**src/hdl/match_pair_dedup_filter_top_macros.svh**
```systemverilog
// Assertion helpers for the match pair dedup filter.
`ifndef MATCH_PAIR_DEDUP_FILTER_TOP_MACROS_SVH
`define MATCH_PAIR_DEDUP_FILTER_TOP_MACROS_SVH

// Condition holds at every clock edge outside reset.
`define MPDF_ASSERT_ALWAYS(lbl, cond, msg) \
   lbl: assert property (@(posedge clock) disable iff (reset) (cond)) else $error(msg);

// Antecedent implies consequent in the same cycle.
`define MPDF_ASSERT_IMPLY(lbl, ante, cons, msg) \
   lbl: assert property (@(posedge clock) disable iff (reset) (ante) |-> (cons)) \
      else $error(msg);

`endif

```
**src/hdl/mpdf_pkg.sv**
```systemverilog
package mpdf_pkg;

   localparam int MAX_MATCHES_DEF = 1024;
   localparam int COORD_WIDTH_DEF = 16;

   localparam int REG_WIDTH       = 34;
   localparam int SQ_IN_WIDTH     = REG_WIDTH / 2;
   localparam int COUNT_OUT_WIDTH = 11;
   localparam int CSR_IDX_WIDTH   = 1;
   localparam int QUEUE_DEPTH     = 2;

   localparam logic [REG_WIDTH-1:0] NEAR_LEFT_SQ_RST = 34'd1254400;
   localparam logic [REG_WIDTH-1:0] NEAR_DISP_SQ_RST = 34'd25600;

   localparam logic [CSR_IDX_WIDTH-1:0] CSR_NEAR_LEFT_SQ = 1'd0;
   localparam logic [CSR_IDX_WIDTH-1:0] CSR_NEAR_DISP_SQ = 1'd1;

   localparam logic OP_OFFER = 1'b0;
   localparam logic OP_CLEAR = 1'b1;

   typedef struct packed {
      logic busy;
      logic hit;
   } scan_status_type;

endpackage

```
**src/hdl/mpdf_front.sv**
```systemverilog
module mpdf_front #(
   parameter int COORD_WIDTH = mpdf_pkg::COORD_WIDTH_DEF
) (
   input  logic                          clock,
   input  logic                          reset,
   input  logic                          req_valid,
   output logic                          req_stall,
   input  logic                          req_op,
   input  logic signed [COORD_WIDTH-1:0] req_left_x,
   input  logic signed [COORD_WIDTH-1:0] req_left_y,
   input  logic signed [COORD_WIDTH-1:0] req_right_x,
   input  logic signed [COORD_WIDTH-1:0] req_right_y,
   input  logic                          q_pop,
   output logic                          q_valid,
   output logic                          q_op,
   output logic signed [COORD_WIDTH-1:0] q_lx,
   output logic signed [COORD_WIDTH-1:0] q_ly,
   output logic signed [COORD_WIDTH:0]   q_dx,
   output logic signed [COORD_WIDTH:0]   q_dy
);

   localparam int CW    = COORD_WIDTH;
   localparam int IW    = 1 + 2 * CW + 2 * (CW + 1);
   localparam int QD    = mpdf_pkg::QUEUE_DEPTH;
   localparam int PW    = $clog2(QD);
   localparam int FW    = $clog2(QD + 1);

   logic [IW-1:0]          q_ff [QD];
   logic [PW-1:0]          wr_ptr_ff, rd_ptr_ff;
   logic [FW-1:0]          fill_ff, fill_in;
   logic                   push, pop;
   logic signed [CW:0]     dx, dy;
   logic [IW-1:0]          item, head;

   assign dx = (CW + 1)'(req_left_x) - (CW + 1)'(req_right_x);
   assign dy = (CW + 1)'(req_left_y) - (CW + 1)'(req_right_y);
   assign item = {req_op, req_left_x, req_left_y, dx, dy};

   assign req_stall = (fill_ff == FW'(QD));
   assign push      = req_valid && !req_stall;
   assign q_valid   = (fill_ff != '0);
   assign pop       = q_pop && q_valid;

   always_comb begin
      fill_in = fill_ff;
      case ({push, pop})
         2'b10:   fill_in = fill_ff + FW'(1);
         2'b01:   fill_in = fill_ff - FW'(1);
         default: fill_in = fill_ff;
      endcase
   end

   always_ff @(posedge clock) begin
      if (reset) begin
         wr_ptr_ff <= '0;
         rd_ptr_ff <= '0;
         fill_ff   <= '0;
      end else begin
         fill_ff <= fill_in;
         if (push) begin
            q_ff[wr_ptr_ff] <= item;
            wr_ptr_ff       <= wr_ptr_ff + PW'(1);
         end
         if (pop) begin
            rd_ptr_ff <= rd_ptr_ff + PW'(1);
         end
      end
   end

   assign head = q_ff[rd_ptr_ff];
   assign q_op = head[IW-1];
   assign q_lx = head[IW-2 -: CW];
   assign q_ly = head[IW-2-CW -: CW];
   assign q_dx = head[2*CW+1 -: CW+1];
   assign q_dy = head[CW:0];

endmodule

```
**config.mk**
```make
export PLATFORM = sky130hd
export DESIGN_NAME = mpdf_front
export DESIGN_NICKNAME = d
export VERILOG_FILES = /design/src/hdl/match_pair_dedup_filter_top_macros.svh /design/src/hdl/mpdf_pkg.sv /design/src/hdl/mpdf_front.sv
export SDC_FILE = /design/constraint.sdc
export NUM_CORES = 1
export LEC_CHECK = 0
export BUFFER_PORTS_ARGS = -buffer_cell sky130_fd_sc_hd__buf_2
export CAP_MARGIN = 10
export CORE_MARGIN = 4
export CORE_UTILIZATION = 46
export DETAILED_ROUTE_END_ITERATION = 6
export PLACE_DENSITY = 0.82
export REMOVE_ABC_BUFFERS = 1
export SYNTH_ARGS = -nofsm -noshare
export SYNTH_HDL_FRONTEND = slang
export SYNTH_SLANG_ARGS = --single-unit
```
**constraint.sdc**
```tcl
create_clock -name clock -period 6.25 [get_ports clock]
set_clock_uncertainty 0.1 [all_clocks]
set_input_delay 0.9375 -clock clock [delete_from_list [all_inputs] [get_ports clock]]
set_output_delay 0.9375 -clock clock [all_outputs]
set_load 0.01 [all_outputs]
```
==> results.py <==
metrics = {
    "worst_setup_path": {
        "cp_data_required_time_ps": 5210,
        "crit_fanout": 34,
        "arrival_ps": 2430,
        "crit_slowest_cell": "dfxtp_2",
        "critPathKind": "reg -> out",
        "start_kind": "flip-flop",
        "critPathMaxStageDelay_ps": 870,
        "crit_buf_inv": 2,
        "critPathCaptureType": "primary output",
        "crit_family": "flip-flops",
        "cp_cell_sequence": "buf_4, mux2_2, buf_2",
    },
    "logic_synthesis": {
        "async_flop_share_pct": 0,
        "yosysSeqAreaShare_pct": 62.2,
        "syn_area_mm2": 0.00663,
        "ys_warn_count": 0,
        "synth_seq_cells": 139,
        "synth_area_per_cell_um2": 14.2,
        "synth-main-ff-cell": "edfxtp_1",
        "synthCells": 467,
        "netlist-cell-type-count": 49,
        "synth_edf_count": 134,
    },
    "grt": {
        "antenna_found_initial": 0,
        "grt-ovfl-total": 0,
        "grt_max_degree": 35,
        "grt_pass1_wl_mm": 21.3,
        "grt_pass1_vias": 4440,
        "track_usage_pct": 16.5,
    },
    "clock_tree": {
        "postCtsHoldBufs": 0,
        "clkSinkCount": 139,
        "worstSkewPairLatency_ps": 410,
        "cts_tree": "done",
        "numCtsBuffers": 17,
        "post-cts-setup-buffers": 0,
        "clockBufferDepth": 2,
        "htree_levels": 4,
        "clkSlewWorstSetupHoldPaths_ps": 60,
        "post_cts_resized": 0,
        "cts_root_buffer": "clkbuf_16",
    },
    "drt": {
        "vias": 4283,
        "viasPerCell": 5.27,
        "drtIter0Drc": 281,
        "wl_per_cell_um": 16.1,
        "firstDrtPassIters": 5,
        "wirelength_mm": 13.1,
        "antenna_left": 0,
        "post-route-drc-count": 0,
    },
    "final_layout": {
        "layout.nets": 723,
        "final_common_cell": "buf_2",
        "fin_cells": 812,
        "mostFrequentLayoutCells": "137 x buf_2, 134 x edfxtp_1, 60 x mux2_2, 46 x inv_1, 33 x ha_1",
        "areaGrowthSynthToFinish_pct": 23.4,
        "drive_above_1_share_pct": 37.3,
        "antenna_cells": 0,
        "fillerInstances": 1105,
    },
    "sta": {
        "slew_violations": 0,
        "whs_ps": 429,
        "grt_setup_unrepaired": "false",
        "fmax_mhz": 288,
        "period_share_pct": 55.5,
        "min_period_ps": 3470,
        "worst-slew-pin-transition_ps": 847,
        "slew_headroom_pct": 43.6,
        "hold_viol_final": 0,
        "setup_tns_ps": 0,
        "finalSetupViolCount": 0,
    },
    "pwr": {
        "vdd_drop_max_mv": 0.250,
        "power_frac_clock_pct": 35.2,
        "swShare_pct": 26.8,
        "netSwitchingPower_uw": 812,
        "powerDensity_mw_per_mm2": 370,
        "combPwrFrac_pct": 24.6,
        "p_seq_share_pct": 40.2,
        "p_leak_uw": 0.00330,
        "internal_power_uw": 2210,
    },
    "floorplanning": {
        "die_area_mm2": 0.0164,
        "core_region_area_mm2": 0.0140,
        "start_util_pct": 47.4,
        "die_w_um": 128,
        "pin_count": 138,
        "rows": 43,
        "die_h_um": 128,
    },
    "placed_design": {
        "dp_hpwl_mm": 9.06,
        "dp.cells": 780,
        "portBuffers": 137,
        "place.gp.congestion": 0.807,
    },
    "outcome": {
        "run_status": "finished clean",
    },
    "run": {
        "cap_violations": 0,
    },
    "worst_hold_path": {
        "hold_path.class": "reg -> reg",
    },
}
-- power groups by stage --
stage / clock network, µW / registers [µW] / logic, µW
2_1_floorplan: 0 / 1250 / 474
3_3_place_gp: 0 / 1230 / 732
3_5_place_dp: 0 / 1240 / 751
4_1_cts: 1090 / 1220 / 757
5_1_grt: 1140 / 1230 / 812
6_report: 1060 / 1220 / 745
-- final timing paths --
path | slack [ps] | depth (start not counted) | to | startpoint
max | 2780 | 3 | q_dx[13] | flip-flop
min | 430 | 2 | rd_ptr_ff | rd_ptr_ff
max reg2reg | 4380 | 4 | q_ff[1][54] | fill_ff[0]
min reg2reg | 430 | 2 | rd_ptr_ff | rd_ptr_ff
-- state kept, by name, indices dropped and copies added, names as in the netlist, named ones only --
| register | count |
|---|---|
| fill_ff | 2 |
| q_ff | 134 |
| rd_ptr_ff | 1 |
| wr_ptr_ff | 1 |
-- final cells by class --
cell class / count / area [µm²] / area share, %
tap: 180 / 225 / 2.75
multi-input combinational: 273 / 2300 / 28.1
timing repair buffer: 142 / 723 / 8.84
inverter: 46 / 173 / 2.11
clock buffer: 19 / 433 / 5.29
sequential: 139 / 4130 / 50.4
clock inverter: 13 / 199 / 2.43
-- cells in the mapped netlist, drive strengths merged (4+ instances only) --
cell | instances | area, µm²
a21o | 5 | 37.5
a21oi | 20 | 100
a31oi | 6 | 37.5
buf | 7 | 31.3
dfxtp | 5 | 100
edfxtp | 134 | 4020
ha | 33 | 413
inv | 46 | 173
mux2 | 67 | 754
nand2 | 16 | 60.1
nand2b | 4 | 25.0
nand3 | 4 | 20.0
nand4 | 4 | 25.0
nor2 | 17 | 63.8
nor2b | 10 | 62.6
o21a | 5 | 37.5
o21ai | 16 | 83.8
xnor2 | 20 | 175
xor2 | 8 | 70.1
-- layer usage --
layer	vias to the layer above	share of wire (%)	global-route usage, %
li1	2049	-	-
met1	2075	41	19.8
met2	142	52	28.4
met3	17	5.8	5.00
met4	0	1.1	5.31
met5	-	0	0
-- worst register-to-register path: stages (launching register included) --
cell and delay (ps):
dfxtp_1 400, nor2b_1 80, nand2b_1 240, nor3b_2 220, buf_4 440
-- metrics by stage --
stage	area, µm²	worst slack (ps)	utilization, %	power (µW)
2_1_floorplan	6590	-404	-	1730
5_1_grt	8180	2630	58.5	3180
4_1_cts	8180	2710	58.5	3070
3_3_place_gp	7550	2960	54.0	1960
3_5_place_dp	7550	2870	54.0	1990
6_report	8180	2780	58.5	3030
-- kinds of logic (layout without fill, tap and decap cells) --
group / Yosys count / in the layout / synth area share [%]
simple gates: 68 / 68 / 5.10
fa+ha+maj: 35 / 35 / 6.84
compound gates: 75 / 75 / 7.55
xor+xnor: 28 / 28 / 3.70
mux: 67 / 67 / 11.4
flops: 139 / 139 / 62.2
buf+inv: 55 / 220 / 3.19
(Power assumes the default switching activity.)
